**config.mk**
```make
export PLATFORM = sky130hd
export DESIGN_NAME = terminal_mouse_report_parser
export DESIGN_NICKNAME = d
export VERILOG_FILES = /design/src/rtl/tmrp_pkg.sv /design/src/rtl/tmrp_front.sv /design/src/rtl/tmrp_queue.sv /design/src/rtl/tmrp_back.sv /design/src/rtl/terminal_mouse_report_parser.sv
export SDC_FILE = /design/constraint.sdc
export NUM_CORES = 1
export LEC_CHECK = 0
export BUFFER_PORTS_ARGS = -buffer_cell sky130_fd_sc_hd__buf_2
export CAP_MARGIN = 20
export CORE_UTILIZATION = 49
export CTS_CLUSTER_DIAMETER = 40
export DETAILED_ROUTE_END_ITERATION = 8
export GPL_TIMING_DRIVEN = 1
export PLACE_DENSITY = 0.66
export SLEW_MARGIN = 20
export SYNTH_ARGS = -nofsm -noshare
export SYNTH_HDL_FRONTEND = slang
export SYNTH_SLANG_ARGS = --single-unit
```
**constraint.sdc**
```tcl
create_clock -name i_clk -period 7 [get_ports i_clk]
set_input_delay 1.75 -clock i_clk [delete_from_list [all_inputs] [get_ports i_clk]]
set_output_delay 1.75 -clock i_clk [all_outputs]
set_load 0.03 [all_outputs]
```
**src/rtl/tmrp_pkg.sv**
```systemverilog
// Shared types and constants for the terminal mouse report parser.
package tmrp_pkg;

    // Report formats selected by the configuration register.
    typedef enum logic [1:0] {
        FMT_DEFAULT = 2'd0,
        FMT_UTF8    = 2'd1,
        FMT_SGR     = 2'd2,
        FMT_DECIMAL = 2'd3
    } t_format;

    // Parser phases.
    typedef enum logic [3:0] {
        PH_IDLE     = 4'd0,
        PH_ESC      = 4'd1,
        PH_CSI      = 4'd2,
        PH_RAW_B    = 4'd3,
        PH_RAW_C    = 4'd4,
        PH_RAW_R    = 4'd5,
        PH_DB_FIRST = 4'd6,
        PH_DB_MORE  = 4'd7,
        PH_DC_FIRST = 4'd8,
        PH_DC_MORE  = 4'd9,
        PH_DR_FIRST = 4'd10,
        PH_DR_MORE  = 4'd11
    } t_phase;

    // Character codes.
    localparam logic [7:0] CH_ESC      = 8'h1B;
    localparam logic [7:0] CH_LBRACKET = 8'h5B;
    localparam logic [7:0] CH_LT       = 8'h3C;
    localparam logic [7:0] CH_UPPER_M  = 8'h4D;
    localparam logic [7:0] CH_LOWER_M  = 8'h6D;
    localparam logic [7:0] CH_SEMI     = 8'h3B;
    localparam logic [7:0] CH_ZERO     = 8'h30;
    localparam logic [7:0] CH_NINE     = 8'h39;

    // Field offsets and substitutes for a zero column or row.
    localparam logic [20:0] RAW_OFFSET   = 21'd32;
    localparam logic [20:0] ZSUB_DEFAULT = 21'd224;
    localparam logic [20:0] ZSUB_UTF8    = 21'd2015;
    localparam logic [15:0] DEC_OFFSET   = 16'd32;

    localparam logic [3:0] BTN_NONE = 4'd3;

    localparam int QUEUE_DEPTH_DEF = 4;

    // One parsed report on its way from the parser to the decoder.
    typedef struct packed {
        logic [7:0]  button_code;
        logic [20:0] column;
        logic [20:0] line;
        logic        sgr_release;
    } t_report;

endpackage

```
**src/rtl/tmrp_front.sv**
```systemverilog
// Byte parser: tracks the escape sequence and collects the report fields.
module tmrp_front (
    input  logic               i_clk,
    input  logic               i_rst_n,
    input  logic               i_valid,
    input  logic [7:0]         i_byte,
    input  logic               i_cfg_we,
    input  logic [1:0]         i_cfg_wdata,
    output logic               o_push,
    output tmrp_pkg::t_report  o_report
);
    import tmrp_pkg::*;

    t_format     r_format;
    t_phase      r_phase,  n_phase;
    logic [20:0] r_acc,    n_acc;
    logic [1:0]  r_rem,    n_rem;
    logic [7:0]  r_button, n_button;
    logic [20:0] r_column, n_column;
    logic [20:0] r_line,   n_line;

    t_phase      eff_phase;
    logic        is_digit;
    logic [3:0]  digit;
    logic [15:0] acc16;
    logic [15:0] dec_next;
    logic [20:0] utf_next;
    logic        take;
    logic [20:0] take_val;
    logic [20:0] dval;
    logic [20:0] zsub;
    logic        restart;
    logic        emit;
    logic        term_rel;

    assign is_digit = (i_byte >= CH_ZERO) && (i_byte <= CH_NINE);
    assign digit    = i_byte[3:0];
    assign acc16    = r_acc[15:0];
    // Times ten as two shifted adds, wrapping at 16 bits.
    assign dec_next = {acc16[12:0], 3'b000} + {acc16[14:0], 1'b0} + {12'd0, digit};
    assign utf_next = {r_acc[14:0], i_byte[5:0]};
    assign zsub     = (r_format == FMT_DEFAULT) ? ZSUB_DEFAULT : ZSUB_UTF8;

    // The decimal format has no introducer, so its first byte after the
    // bracket is handled as the first digit of the button value.
    assign eff_phase = (r_phase == PH_CSI && r_format == FMT_DECIMAL) ? PH_DB_FIRST : r_phase;

    always_comb begin
        n_phase  = r_phase;
        n_acc    = r_acc;
        n_rem    = r_rem;
        n_button = r_button;
        n_column = r_column;
        n_line   = r_line;
        take     = 1'b0;
        take_val = '0;
        dval     = '0;
        restart  = 1'b0;
        emit     = 1'b0;
        term_rel = 1'b0;

        if (i_valid) begin
            case (eff_phase)
                PH_ESC: begin
                    if (i_byte == CH_LBRACKET) n_phase = PH_CSI;
                    else restart = 1'b1;
                end
                PH_CSI: begin
                    if (r_format == FMT_SGR) begin
                        if (i_byte == CH_LT) n_phase = PH_DB_FIRST;
                        else restart = 1'b1;
                    end else begin
                        if (i_byte == CH_UPPER_M) n_phase = PH_RAW_B;
                        else restart = 1'b1;
                    end
                end
                PH_RAW_B, PH_RAW_C, PH_RAW_R: begin
                    if (r_format == FMT_DEFAULT) begin
                        take     = 1'b1;
                        take_val = {13'd0, i_byte};
                    end else if (r_format != FMT_UTF8) begin
                        restart = 1'b1;
                    end else if (r_rem == 2'd0) begin
                        if (!i_byte[7]) begin
                            take     = 1'b1;
                            take_val = {13'd0, i_byte};
                        end else if (i_byte[7:5] == 3'b110) begin
                            n_acc = {16'd0, i_byte[4:0]};
                            n_rem = 2'd1;
                        end else if (i_byte[7:4] == 4'b1110) begin
                            n_acc = {17'd0, i_byte[3:0]};
                            n_rem = 2'd2;
                        end else if (i_byte[7:3] == 5'b11110) begin
                            n_acc = {18'd0, i_byte[2:0]};
                            n_rem = 2'd3;
                        end else begin
                            restart = 1'b1;
                        end
                    end else if (i_byte[7:6] != 2'b10) begin
                        restart = 1'b1;
                    end else begin
                        n_acc = utf_next;
                        n_rem = r_rem - 2'd1;
                        if (r_rem == 2'd1) begin
                            take     = 1'b1;
                            take_val = utf_next;
                        end
                    end
                end
                PH_DB_FIRST, PH_DC_FIRST, PH_DR_FIRST: begin
                    if (r_format == FMT_DEFAULT || r_format == FMT_UTF8 || !is_digit) begin
                        restart = 1'b1;
                    end else begin
                        n_acc   = {17'd0, digit};
                        n_phase = t_phase'(eff_phase + 4'd1);
                    end
                end
                PH_DB_MORE, PH_DC_MORE, PH_DR_MORE: begin
                    if (r_format == FMT_DEFAULT || r_format == FMT_UTF8) begin
                        restart = 1'b1;
                    end else if (is_digit) begin
                        n_acc = {5'd0, dec_next};
                    end else if (eff_phase == PH_DB_MORE) begin
                        if (i_byte == CH_SEMI) begin
                            n_button = (r_format == FMT_DECIMAL) ?
                                       8'(acc16 - DEC_OFFSET) : acc16[7:0];
                            n_phase  = PH_DC_FIRST;
                        end else begin
                            restart = 1'b1;
                        end
                    end else if (eff_phase == PH_DC_MORE) begin
                        if (i_byte == CH_SEMI) begin
                            n_column = {5'd0, acc16};
                            n_phase  = PH_DR_FIRST;
                        end else begin
                            restart = 1'b1;
                        end
                    end else begin
                        n_line = {5'd0, acc16};
                        if (i_byte == CH_UPPER_M) begin
                            emit = 1'b1;
                        end else if (i_byte == CH_LOWER_M && r_format == FMT_SGR) begin
                            emit     = 1'b1;
                            term_rel = 1'b1;
                        end else begin
                            restart = 1'b1;
                        end
                    end
                end
                default: begin
                    restart = 1'b1;
                end
            endcase

            // A complete raw or UTF-8 field value.
            if (take) begin
                n_acc = '0;
                n_rem = 2'd0;
                if (r_phase == PH_RAW_B) begin
                    if (take_val < RAW_OFFSET) begin
                        restart = 1'b1;
                    end else begin
                        n_button = 8'(take_val - RAW_OFFSET);
                        n_phase  = PH_RAW_C;
                    end
                end else begin
                    if (take_val == '0) begin
                        dval = zsub;
                    end else if (take_val > RAW_OFFSET) begin
                        dval = take_val - RAW_OFFSET;
                    end else begin
                        restart = 1'b1;
                    end
                    if (!restart) begin
                        if (r_phase == PH_RAW_C) begin
                            n_column = dval;
                            n_phase  = PH_RAW_R;
                        end else begin
                            n_line = dval;
                            emit   = 1'b1;
                        end
                    end
                end
            end

            if (restart) begin
                n_phase = (i_byte == CH_ESC) ? PH_ESC : PH_IDLE;
                n_acc   = '0;
                n_rem   = 2'd0;
            end else if (emit) begin
                n_phase = PH_IDLE;
                n_acc   = '0;
                n_rem   = 2'd0;
            end
        end
    end

    always_ff @(posedge i_clk) begin
        if (!i_rst_n) begin
            r_format <= FMT_DEFAULT;
            r_phase  <= PH_IDLE;
            r_acc    <= '0;
            r_rem    <= 2'd0;
            r_button <= '0;
            r_column <= '0;
            r_line   <= '0;
        end else if (i_cfg_we) begin
            r_format <= t_format'(i_cfg_wdata);
            r_phase  <= PH_IDLE;
            r_acc    <= '0;
            r_rem    <= 2'd0;
        end else begin
            r_phase  <= n_phase;
            r_acc    <= n_acc;
            r_rem    <= n_rem;
            r_button <= n_button;
            r_column <= n_column;
            r_line   <= n_line;
        end
    end

    assign o_push               = emit && !i_cfg_we;
    assign o_report.button_code = n_button;
    assign o_report.column      = n_column;
    assign o_report.line        = n_line;
    assign o_report.sgr_release = term_rel;

    // A finished report always sends the parser back to idle.
    a_emit_idle: assert property (@(posedge i_clk) disable iff (!i_rst_n)
        o_push |=> (r_phase == PH_IDLE && r_rem == 2'd0))
        else $error("parser did not return to idle after a report");

endmodule

```
**src/rtl/tmrp_queue.sv**
```systemverilog
// Short report queue between the parser and the event decoder.
module tmrp_queue #(
    parameter int DEPTH = tmrp_pkg::QUEUE_DEPTH_DEF
) (
    input  logic              i_clk,
    input  logic              i_rst_n,
    input  logic              i_push,
    input  tmrp_pkg::t_report i_data,
    output logic              o_full,
    input  logic              i_pop,
    output tmrp_pkg::t_report o_data,
    output logic              o_empty
);
    import tmrp_pkg::*;

    localparam int AW = (DEPTH > 1) ? $clog2(DEPTH) : 1;
    localparam int CW = $clog2(DEPTH + 1);
    localparam logic [AW-1:0] LAST  = AW'(DEPTH - 1);
    localparam logic [CW-1:0] FULLC = CW'(DEPTH);

    t_report       r_entry [DEPTH];
    logic [AW-1:0] r_wr_ptr;
    logic [AW-1:0] r_rd_ptr;
    logic [CW-1:0] r_count;
    logic          do_push;
    logic          do_pop;

    assign o_full  = (r_count == FULLC);
    assign o_empty = (r_count == '0);
    assign do_push = i_push && !o_full;
    assign do_pop  = i_pop && !o_empty;
    assign o_data  = r_entry[r_rd_ptr];

    always_ff @(posedge i_clk) begin
        if (do_push) begin
            r_entry[r_wr_ptr] <= i_data;
        end
    end

    always_ff @(posedge i_clk) begin
        if (!i_rst_n) begin
            r_wr_ptr <= '0;
            r_rd_ptr <= '0;
            r_count  <= '0;
        end else begin
            if (do_push) r_wr_ptr <= (r_wr_ptr == LAST) ? '0 : r_wr_ptr + AW'(1);
            if (do_pop)  r_rd_ptr <= (r_rd_ptr == LAST) ? '0 : r_rd_ptr + AW'(1);
            if (do_push && !do_pop)      r_count <= r_count + CW'(1);
            else if (do_pop && !do_push) r_count <= r_count - CW'(1);
        end
    end

    // The parser must never finish a report while the queue is full.
    a_no_overflow: assert property (@(posedge i_clk) disable iff (!i_rst_n)
        !(i_push && o_full))
        else $error("report pushed into a full queue");

    a_count_range: assert property (@(posedge i_clk) disable iff (!i_rst_n)
        r_count <= FULLC)
        else $error("queue count beyond depth");

    a_pop_count: assert property (@(posedge i_clk) disable iff (!i_rst_n)
        (do_pop && !do_push) |=> (r_count == $past(r_count) - CW'(1)))
        else $error("queue count did not drop on a pop");

endmodule

```
**src/rtl/tmrp_back.sv**
```systemverilog
// Event decoder with the output register that holds the oldest event.
module tmrp_back (
    input  logic              i_clk,
    input  logic              i_rst_n,
    input  logic              i_q_empty,
    input  tmrp_pkg::t_report i_q_data,
    output logic              o_q_pop,
    input  logic              i_pop,
    output logic              o_empty,
    output logic [3:0]        o_button,
    output logic              o_shift_key,
    output logic              o_alt_key,
    output logic              o_control_key,
    output logic              o_moving,
    output logic              o_release_res,
    output logic              o_held,
    output logic [20:0]       o_column,
    output logic [20:0]       o_line
);
    import tmrp_pkg::*;

    logic        r_valid;
    logic [3:0]  n_button;
    logic        n_release;
    logic        n_held;
    logic [7:0]  code;
    logic        load;

    assign code = i_q_data.button_code;

    always_comb begin
        if (code[7])      n_button = {2'b10, code[1:0]};
        else if (code[6]) n_button = {2'b01, code[1:0]};
        else              n_button = {2'b00, code[1:0]};
        n_release = i_q_data.sgr_release || (n_button == BTN_NONE && !code[5]);
        n_held    = !n_release && (n_button < BTN_NONE);
    end

    assign load    = !i_q_empty && (!r_valid || i_pop);
    assign o_q_pop = load;
    assign o_empty = !r_valid;

    always_ff @(posedge i_clk) begin
        if (!i_rst_n) begin
            r_valid <= 1'b0;
        end else if (load) begin
            r_valid <= 1'b1;
        end else if (i_pop) begin
            r_valid <= 1'b0;
        end
    end

    always_ff @(posedge i_clk) begin
        if (load) begin
            o_button      <= n_button;
            o_shift_key   <= code[2];
            o_alt_key     <= code[3];
            o_control_key <= code[4];
            o_moving      <= code[5];
            o_release_res <= n_release;
            o_held        <= n_held;
            o_column      <= i_q_data.column;
            o_line        <= i_q_data.line;
        end
    end

endmodule

```
**src/rtl/terminal_mouse_report_parser.sv**
```systemverilog
// Top level of the terminal mouse report parser.
//
//  Channel   Handshake            Payload                          Direction
//  -------   ------------------   ------------------------------   ---------
//  bytes     push / full          i_byte_req                       in
//  events    empty / pop          o_button .. o_line               out
//  config    i_cfg_we             i_cfg_wdata (report format)      in
//
// Every input beat is parsed in the cycle it is accepted, so bytes can be
// pushed on every clock while full is low. A finished report is written to
// the report queue when its last byte is accepted, and then moves on to the
// output register once that register is free; empty falls when it is loaded.
// Reset is synchronous and active low; it empties the queue and the output
// register and selects the default format.
// full follows the report queue: it rises only when the queue holds QUEUE_DEPTH
// reports, which happens only after the event side has stopped popping.
module terminal_mouse_report_parser #(
    parameter int QUEUE_DEPTH = tmrp_pkg::QUEUE_DEPTH_DEF
) (
    input  logic        i_clk,
    input  logic        i_rst_n,
    input  logic        push,
    output logic        full,
    input  logic [7:0]  i_byte_req,
    output logic        empty,
    input  logic        pop,
    output logic [3:0]  o_button,
    output logic        o_shift_key,
    output logic        o_alt_key,
    output logic        o_control_key,
    output logic        o_moving,
    output logic        o_release_res,
    output logic        o_held,
    output logic [20:0] o_column,
    output logic [20:0] o_line,
    input  logic        i_cfg_we,
    input  logic [1:0]  i_cfg_wdata
);
    import tmrp_pkg::*;

    logic    byte_valid;
    logic    rep_push;
    t_report rep_in;
    logic    q_full;
    logic    q_pop;
    t_report q_data;
    logic    q_empty;

    // A beat is taken whenever the queue has room; the parser never stalls a byte.
    assign full       = q_full;
    assign byte_valid = push && !q_full;

    // Front: escape sequence tracking and field collection.
    tmrp_front u_front (
        .i_clk       (i_clk),
        .i_rst_n     (i_rst_n),
        .i_valid     (byte_valid),
        .i_byte      (i_byte_req),
        .i_cfg_we    (i_cfg_we),
        .i_cfg_wdata (i_cfg_wdata),
        .o_push      (rep_push),
        .o_report    (rep_in)
    );

    // Decouples the parser from a stalled event consumer.
    tmrp_queue #(
        .DEPTH (QUEUE_DEPTH)
    ) u_queue (
        .i_clk   (i_clk),
        .i_rst_n (i_rst_n),
        .i_push  (rep_push),
        .i_data  (rep_in),
        .o_full  (q_full),
        .i_pop   (q_pop),
        .o_data  (q_data),
        .o_empty (q_empty)
    );

    // Back: turns the button code into flags and holds the event for pop.
    tmrp_back u_back (
        .i_clk         (i_clk),
        .i_rst_n       (i_rst_n),
        .i_q_empty     (q_empty),
        .i_q_data      (q_data),
        .o_q_pop       (q_pop),
        .i_pop         (pop),
        .o_empty       (empty),
        .o_button      (o_button),
        .o_shift_key   (o_shift_key),
        .o_alt_key     (o_alt_key),
        .o_control_key (o_control_key),
        .o_moving      (o_moving),
        .o_release_res (o_release_res),
        .o_held        (o_held),
        .o_column      (o_column),
        .o_line        (o_line)
    );

endmodule

```
==> results.tsv <==
metric	value	unit
drive_gt1_share	21.9	%
rows	65	
cts_tree	yes	
tightest_slew	1.09	ns
rsz0062_at_grt	false	
cts_made_buffers	40	
maxCapViolations	0	
fmax	0.182	GHz
io_pins	69	
fin_util	56.7	%
die_y	183	um
antenna_found_initial	0	
cts_hold_buf	0	
yosys_register_bits	340	
end_kind	flip-flop	
synth_top_area_share	48.1	%
grt_pass1_vias	10400	
vias_per_cell	6.17	
relSlewSlack	27.6	%
synth_cell_type_count	91	
finClkSkew	0.0165	ns
grt_max_degree	54	
netlist_instances	1204	
setup_viol	0	
die-area	0.0333	sq mm
postSynth.asyncResetShare	0	%
finalHoldViolCount	0	
slew_viol_final	0	
finalCriticalPeriod	5.49	ns
status	finished, final reports clean	
hp-class	flip-flop to flip-flop	
final_common_cell	edfxtp_1	
clk_pin_slew	0.06	ns
crit_arrival	5.94	ns
worst_slack	1.51	ns
grt_pass1_wl	59600	um
ys_seq_area_share	58.7	%
synth_ff_type	edfxtp_1	
coreArea	0.0318	sq mm
drt_iter0_drc	910	
antenna_cells	0	
num_vias	10600	
worstSkewPairLatency	0.53	ns
place.gp.congestion	0.941	
period_share	78.4	%
yosysTopAreaCell	edfxtp_1	
path_max_fanout	13	
drt_wl_total	37500	um
place_ws	1.05	ns
area_growth_syn_to_layout	12.9	%
detailed_place_hpwl	24800	um
layout.nets	1304	
initial_core_util	50.2	%
path_class	input pin to flip-flop	
cts_max_level	2	
tns	0	ns
postCtsSetupBuffers	0	
leakagePower	6.24	nW
synthesis.nets	1263	
wire_per_inst	21.9	um
drtPass1Iterations	6	
die_w	183	um
post_cts_resized	0	
root_buffer	clkbuf_16	
drc	0	
grt_usage	23.1	%
cts_buffer_depth	3	
netlist_top_cells_area	edfxtp_1 48%, dfxtp_1 11%, mux4_2 7.2%, ha_1 3.2%, a21oi_1 1.9%	
synth_area_per_cell	13.3	sq um
synth_edf_count	256	
drtAntennaViolNets	0	
cts_sinks	340	
power.density	309	mW/mm^2
synth_area	0.0160	sq mm
irDropWorstVdd	0.000168	V
cp.required	7.45	ns
layout_common_cells	256 x edfxtp_1, 82 x dfxtp_1, 70 x nor2_1	
critPathLaunchType	input pin	
grt_overflow_total	0	
port-buffer-count	68	
ys_warn_count	0	
ff2ff_setup_slack	1.91	ns
==> worst max-delay path, stage by stage <==
cell	delay (ns)
buf_2	0.21
nor4bb_1	0.42
nor3_1	0.17
nor2_1	0.37
nand2_1	0.13
ha_1	0.26
o21a_1	0.22
a41o_1	0.27
nand2_1	0.30
o2111a_1	0.46
ha_1	0.25
inv_1	0.07
fa_1	0.43
xor2_1	0.17
or3_1	0.30
a21oi_1	0.15
==> registers in the layout, indices dropped and copies added, names as in the netlist, 3 cells and up, named ones only <==
signal and count:
u_queue.r_entry 204, u_back.o_column 21, u_front.r_button 8, u_front.r_line 21, u_back.o_line 21, u_front.r_phase 4, u_queue.r_count 3, u_front.r_acc 16
u_back.o_button 4, u_front.r_column 21
==> layer usage <==
| metal | share of wire [%] | GRT usage (%) | wire length, um |
|---|---|---|---|
| met5 | 0 | 0 | 0 |
| met4 | 2.7 | 7.53 | 997 |
| met3 | 5.8 | 3.23 | 2180 |
| met2 | 47 | 37.6 | 17700 |
| met1 | 44 | 31.8 | 16600 |
==> power breakdown <==
group          total [W]  internal (W)  leakage [nW]  switching (W)
sequential       0.00247       0.00240          3.04      0.0000623
combinational    0.00106      0.000352          2.55       0.000710
clock            0.00204       0.00121         0.652       0.000829
==> area by class of cell <==
type	instances	area [sq um]
sequential	340	9370
timing repair buffer	83	494
clock inverter	22	230
clock buffer	52	1100
fill	2572	13800
multi-input combinational	743	6150
inverter	37	139
tap	435	544
==> path summary, 6_finish.rpt <==
check | from | endpoint | cells past startpoint
max reg2reg | u_front.r_phase[1] | u_queue.r_count[2] | 17
min reg2reg | u_front.r_column[20] | u_front.r_column[20] | 2
max | i_byte_req[7] | u_queue.r_count[2] | 16
min | u_front.r_column[20] | u_front.r_column[20] | 2
==> cells in the mapped netlist, drive strengths merged (7+ instances only) <==
cell type	number
xnor2	10
o31ai	17
dfxtp	84
o2bb2ai	15
o22ai	13
o21ai	52
ha	41
nor2b	8
buf	31
mux4	51
nor4	7
nand3	40
nand2b	7
or3	8
clkbuf	53
edfxtp	256
nor2	70
nor3	26
nand4	10
a21oi	66
inv	37
a22oi	18
xor2	8
o21a	16
a41o	7
or2	8
o221a	22
a221oi	10
a31oi	8
and2	12
mux2i	10
o22a	18
a211oi	8
nand2	57
o211ai	9
==> through the flow <==
stage / cells / hold WS, ns / cell area [sq um] / power, W
2_1_floorplan: 1204 / 0.435 / 16000 / 0.00330
3_3_place_gp: 1637 / 0.445 / 16700 / 0.00358
3_5_place_dp: 1637 / 0.454 / 16700 / 0.00359
4_1_cts: 1711 / 0.467 / 18000 / 0.00562
5_1_grt: 1712 / 0.494 / 18000 / 0.00577
6_report: 1712 / 0.469 / 18000 / 0.00556
==> kinds of logic after synthesis <==
logic type | share of synthesized area (%)
AO/OA/AOI/OAI | 16.1
XOR/XNOR | 0.987
adder cells (fa/ha/maj) | 3.59
buffers and inverters | 3.10
flip-flops | 58.7
multiplexers | 8.10
AND/OR/NAND/NOR | 9.45
Note: power is estimated with default switching activity, not from simulation.
